## config.mk

```make
export PLATFORM = sky130hd
export DESIGN_NAME = hbs_map
export DESIGN_NICKNAME = d
export VERILOG_FILES = /design/src/sv/heightfield_bilinear_sampler_defines.svh /design/src/sv/hbs_pkg.sv /design/src/sv/hbs_map.sv
export SDC_FILE = /design/constraint.sdc
export NUM_CORES = 2
export LEC_CHECK = 0
export BUFFER_PORTS_ARGS = -buffer_cell sky130_fd_sc_hd__buf_2
export CORE_MARGIN = 2
export CORE_UTILIZATION = 45
export CTS_BUF_LIST = sky130_fd_sc_hd__clkbuf_8
export CTS_CLUSTER_DIAMETER = 50
export DETAILED_ROUTE_END_ITERATION = 16
export GPL_TIMING_DRIVEN = 0
export PLACE_DENSITY_LB_ADDON = 0.05
export SYNTH_ARGS = -nofsm -noshare
export SYNTH_HDL_FRONTEND = slang
export SYNTH_SLANG_ARGS = --single-unit
export TNS_END_PERCENT = 1
```

## constraint.sdc

```tcl
create_clock -name clk -period 6.5 [get_ports clk]
set_clock_uncertainty 0.1 [all_clocks]
set_input_delay 0.65 -clock clk [delete_from_list [all_inputs] [get_ports clk]]
set_output_delay 0.65 -clock clk [all_outputs]
set_load 0.02 [all_outputs]
```

## src/sv/heightfield_bilinear_sampler_defines.svh

```systemverilog
// Assertion macros for the heightfield bilinear sampler.
// Included by the top level; needs clk and rst_n in the including scope.
`ifndef HEIGHTFIELD_BILINEAR_SAMPLER_DEFINES_SVH
`define HEIGHTFIELD_BILINEAR_SAMPLER_DEFINES_SVH

`ifndef NO_ASSERTIONS
`define HBS_ASSERT_NOW(lbl, ante, cons) \
  lbl: assert property (@(posedge clk) disable iff (!rst_n) (ante) |-> (cons)) \
    else $error("heightfield sampler check failed");
`define HBS_ASSERT_NEXT(lbl, ante, cons) \
  lbl: assert property (@(posedge clk) disable iff (!rst_n) (ante) |=> (cons)) \
    else $error("heightfield sampler check failed");
`else
`define HBS_ASSERT_NOW(lbl, ante, cons)
`define HBS_ASSERT_NEXT(lbl, ante, cons)
`endif

`endif

```

## src/sv/hbs_pkg.sv

```systemverilog
// Shared types and constants of the heightfield bilinear sampler.
// No dependencies.
`default_nettype none

package hbs_pkg;

  localparam int COORD_W         = 32;
  localparam int CODE_W          = 16;
  localparam int INDEX_W         = 16;
  localparam int SCALE_W         = 24;
  localparam int DIM_W           = 9;
  localparam int OUT_W           = 32;
  localparam int SCALE_FRAC_BITS = 16;
  localparam int NUM_STAGES      = 7;
  localparam int CFG_IDX_W       = 3;
  localparam int CFG_DATA_W      = 32;

  localparam logic OP_WRITE = 1'b0;
  localparam logic OP_QUERY = 1'b1;

  localparam logic [CFG_IDX_W-1:0] REG_MIN_X          = 3'd0;
  localparam logic [CFG_IDX_W-1:0] REG_MIN_Z          = 3'd1;
  localparam logic [CFG_IDX_W-1:0] REG_SCALE_X        = 3'd2;
  localparam logic [CFG_IDX_W-1:0] REG_SCALE_Z        = 3'd3;
  localparam logic [CFG_IDX_W-1:0] REG_WIDTH_SAMPLES  = 3'd4;
  localparam logic [CFG_IDX_W-1:0] REG_HEIGHT_SAMPLES = 3'd5;

  // per-stage load enables and valid bits
  typedef struct packed {
    logic [NUM_STAGES:1] adv;
    logic [NUM_STAGES:1] vld;
  } hbs_pipe_t;

endpackage

`default_nettype wire

```

## src/sv/hbs_map.sv

```systemverilog
// Maps one world coordinate to a grid cell and fraction (stages 1 to 3).
// Uses hbs_pkg.
`default_nettype none

module hbs_map #(
  parameter int GRID_SIDE_MAX   = 256,
  parameter int COORD_FRAC_BITS = 16,
  localparam int CELL_W = (GRID_SIDE_MAX > 2) ? $clog2(GRID_SIDE_MAX) : 1,
  localparam int SIDE_W = $clog2(GRID_SIDE_MAX + 1)
) (
  input  wire logic                             clk,
  input  wire hbs_pkg::hbs_pipe_t               pipe,
  input  wire logic signed [hbs_pkg::COORD_W-1:0] coord,
  input  wire logic signed [hbs_pkg::COORD_W-1:0] minv,
  input  wire logic [hbs_pkg::SCALE_W-1:0]      scale,
  input  wire logic [SIDE_W-1:0]                side,
  output logic                                  ok,
  output logic [CELL_W-1:0]                     cell_idx,
  output logic [COORD_FRAC_BITS-1:0]            frac
);
  import hbs_pkg::*;

  localparam int F       = COORD_FRAC_BITS;
  localparam int PROD_W  = COORD_W + SCALE_W;
  localparam int WHOLE_W = PROD_W - SCALE_FRAC_BITS - F;
  localparam int CMP_W   = ((WHOLE_W > SIDE_W) ? WHOLE_W : SIDE_W) + 1;

  logic [COORD_W:0]     d1_r;
  logic [PROD_W-1:0]    prod2_r;
  logic                 neg2_r;
  logic                 ok3_r;
  logic [CELL_W-1:0]    cell3_r;
  logic [F-1:0]         frac3_r;
  logic [WHOLE_W-1:0]   whole;
  logic                 ok3_nxt;

  always_ff @(posedge clk) begin
    if (pipe.adv[1]) begin
      d1_r <= {coord[COORD_W-1], coord} - {minv[COORD_W-1], minv};
    end
  end

  // a negative offset times a zero scale is zero, not negative
  always_ff @(posedge clk) begin
    if (pipe.adv[2]) begin
      prod2_r <= PROD_W'(d1_r[COORD_W-1:0]) * PROD_W'(scale);
      neg2_r  <= d1_r[COORD_W] && (scale != '0);
    end
  end

  always_comb begin
    whole   = prod2_r[PROD_W-1:SCALE_FRAC_BITS+F];
    ok3_nxt = !neg2_r && ((CMP_W'(whole) + CMP_W'(1)) < CMP_W'(side));
  end

  always_ff @(posedge clk) begin
    if (pipe.adv[3]) begin
      ok3_r   <= ok3_nxt;
      cell3_r <= whole[CELL_W-1:0];
      frac3_r <= prod2_r[SCALE_FRAC_BITS+F-1:SCALE_FRAC_BITS];
    end
  end

  assign ok       = ok3_r;
  assign cell_idx = cell3_r;
  assign frac     = frac3_r;

endmodule

`default_nettype wire

```

==> summary.md <==
| Metric | Value |
|---|---|
| Final Setup Violations | `34` |
| Clk buf depth | `2` |
| Fillers | `6,173` |
| Global-route wire length before repair | `156,700 um` |
| Max-Cap Viols | `0` |
| CP Max Fanout | `10` |
| Worst EP required | `6.63 ns` |
| Failing checks | `negative setup slack` |
| Chip width | `261.8 um` |
| Num CTS Buffers | `9` |
| Highest Clock Rate | `139.6 MHz` |
| Yosys warning total | `0` |
| Hold Path Class | `flip-flop to flip-flop` |
| Pre-CTS setup slack | `-2.431 ns` |
| Fin nets | `4,469` |
| Chip height | `261.8 um` |
| Drt total wl | `104,900 um` |
| CTS clock-pin slew for the worst setup and hold paths | `0.12 ns` |
| CP cell instances | `buf_2 > clkbuf_4 > nand2_1 > fa_1 > inv_1 > fa_1 > inv_1 > fa_1 > inv_1 > fa_2 > fa_1 > fa_1 > inv_1 > fa_2 > inv_2 > ha_4 > and3_4 > nand2_2 > o211ai_1 > nand4_1 > a31oi_4 > a211oi_2 > xnor2_1` |
| Worst slew pin tran | `0.8674 ns` |
| Clk sink count | `99` |
| Final hold vios | `0` |
| Hold path start | `prod2_r[23]` |
| Max Used Layer | `met5` |
| Final antenna-violating net count | `0` |
| Final Worst Setup Slack | `-0.6609 ns` |
| Hold path depth | `0` |
| Met1 WL | `45,130 um` |
| Syn nets | `4,239` |
| Hold worst-path end | `frac[7]` |
| Met3 WL post-DR | `9754 um` |
| Final min period | `7.161 ns` |
| Critical R2R Capture | `prod2_r[52]` |
| Crit start category | `primary input` |
| Worst reg2reg path startpoint | `d1_r[10]` |
| # DRC | `0` |
| HPWL after DPL | `86,140 um` |
| Share of cells above drive strength 1 | `15.09%` |
| Storage cell area | `0.002973 mm^2` |
| Most common cell after layout, fill and taps aside | `inv_1` |
| Input/output buffers | `125` |
| Via density | `5.365` |
| Initial DRC count | `1,932` |
| Cells after Synth | `3,250` |
| Core area | `0.06575 mm^2` |
| Starting density of the core | `45.47%` |
| 1st-pass router iterations | `8` |
| Initial antenna violation count | `5` |
| IO Pins | `137` |
| Ys async rst share | `0%` |
| Finished layout cell area | `0.03413 mm^2` |
| Vias after detailed routing | `23,341` |
| Synth Cell Area | `0.02990 mm^2` |
| Area of the multi-input gates | `0.02411 mm^2` |
| Worst path max stage delay | `0.67 ns` |
| Metal2 WL | `45,700 um` |
| Mean post-synth cell area | `9.199 um^2` |
| Tcrit/Tclk final | `110.2%` |
| Data arrival time of the critical path | `7.29 ns` |
| CTS tree | `done` |
| # hold bufs at CTS | `0` |
| Most frequent CP cell | `fa_1` |
| Distinct cells, synth | `67` |
| Crit-path slowest cell | `fa_2` |
| Row count | `94` |
| Global Route Usage Sum | `31.80%` |
| Worst-Skew Late Latency | `0.50 ns` |
| Cell count of the worst reg-to-reg path | `23` |
| Number of flops mapped to enable cells by yosys | `99` |
| Area grow syn2layout | `14.15%` |
| Synth top area cells | `fa_1 (44%), edfxtp_1 (9.9%), inv_1 (9.7%)` |
| Per-cell routed wire length | `24.11 um` |
| Depth of the CTS H-tree | `3` |
| Commonest cells after routing, fill and taps aside | `inv_1 (762), fa_1 (628), nand2_1 (435)` |
| Status | `finished, violations left` |
| Register area share after synthesis | `9.944%` |
| CP Capture Type | `flip-flop` |
| Die footprint | `0.06851 mm^2` |
| Crit Path Category | `primary input to flip-flop` |
| Grt total ovfl | `0` |
| Critical Path Start | `scale[5]` |
| Final core occ | `51.91%` |
| RSZ-0062 raised after global routing | `yes` |
| RD Place Congestion | `0.9689` |
| Top_reg_cell synth | `edfxtp_1` |
| CTS root buf | `clkbuf_8` |
| Post-synth top area share | `44.06%` |
| Hold slack | `0.3249 ns` |
| Slew Limit Headroom | `42.17%` |
| Vias in the first global route | `24,847` |
| Reg2Reg Setup Slack | `-0.63 ns` |
| #FFs+latches synth | `99` |
| Pin count of the biggest net entering global routing | `42` |
| Slew Limit Fails | `0` |
| Yosys top cell by area | `fa_1` |
| Placement-stage cell area | `0.03177 mm^2` |
## routing by layer
metal	global-route usage (%)	vias to the layer above
met4	11.65	4
li1	-	10204
met1	44.26	11901
met3	7.350	185
met5	0.5556	-
met2	48.58	1047
## cell families (layout without fill, tap and decap cells)
kind of cell | after synthesis | count (layout) | synth area share (%)
multiplexers | 2 | 2 | 0.06697
AND/OR/NAND/NOR | 993 | 993 | 16.67
other | 0 | 2 | 0
buffers and inverters | 929 | 1164 | 11.68
adder cells (fa/ha/maj) | 877 | 877 | 53.23
flip-flops | 99 | 99 | 9.944
AO/OA/AOI/OAI | 278 | 278 | 6.311
XOR/XNOR | 72 | 72 | 2.109
## sequential cells by signal, indices dropped and copies added, names as in the netlist
register and cells:
frac 16, prod2_r 40, ok 1, cell_idx 8, neg2_r 1, d1_r 33
## area by class of cell
type | instances | area share (%)
Clock buffer | 9 | 0.3630
Clock inverter | 7 | 0.2530
Multi-Input combinational cell | 2222 | 70.64
Tap cell | 864 | 3.168
Timing Repair Buffer | 226 | 4.546
Inverter | 775 | 8.525
Antenna cell | 2 | 0.01467
Buffer | 147 | 3.777
Sequential cell | 99 | 8.712
## worst max path at each step
stage                              to  slack [ns]  depth (start not counted)
after floorplan           prod2_r[46]       -0.13                         25
after global placement    prod2_r[50]       -2.36                         23
after detailed placement  prod2_r[50]       -2.43                         23
after CTS                 prod2_r[42]       -0.58                         24
after global routing      prod2_r[50]       -0.75                         20
final                     prod2_r[52]       -0.66                         23
## synth_stat cells, drive strengths merged (5+ instances only)
cell type / count
nor2: 49
ha: 219
edfxtp: 99
nand2: 439
xnor2: 51
and2: 381
o21a: 20
a21o: 52
nor3: 18
nand4: 25
nor4: 13
clkbuf: 151
a211oi: 10
o21ai: 47
o21bai: 12
and3: 11
nand3: 29
inv: 775
o31ai: 7
nand2b: 5
xor2: 21
a21oi: 74
o211ai: 9
or3: 8
fa: 658
a31oi: 11
## worst max-delay path: cells and delay by family
family	cells	cell delay (ns)
adders and majority gates	8	3.89
buffers and inverters	7	0.87
AOI/OAI and AO/OA	3	0.93
xor gates and xnor gates	1	0.16
and+or+nand+nor	4	0.74
## what timing repair did
action / 4_1_cts / 5_1_grt
gates resized for setup: 363 / 42
buffers inserted: 100 / 0
pin swaps: 75 / 18
cloned: 1 / 0
setup endpoints to repair: 40 / 39
## stage by stage
| step | std cells | TNS [ns] |
|---|---|---|
| after floorplan | 3250 | -1.168 |
| after global placement | 4239 | -57.34 |
| after detailed placement | 4239 | -59.63 |
| after CTS | 4349 | -11.20 |
| after global routing | 4350 | -16.93 |
| final | 4351 | -12.87 |
Power is not shown: default switching activity piles up to over one toggle a cycle in this logic, so the estimate is an artifact.
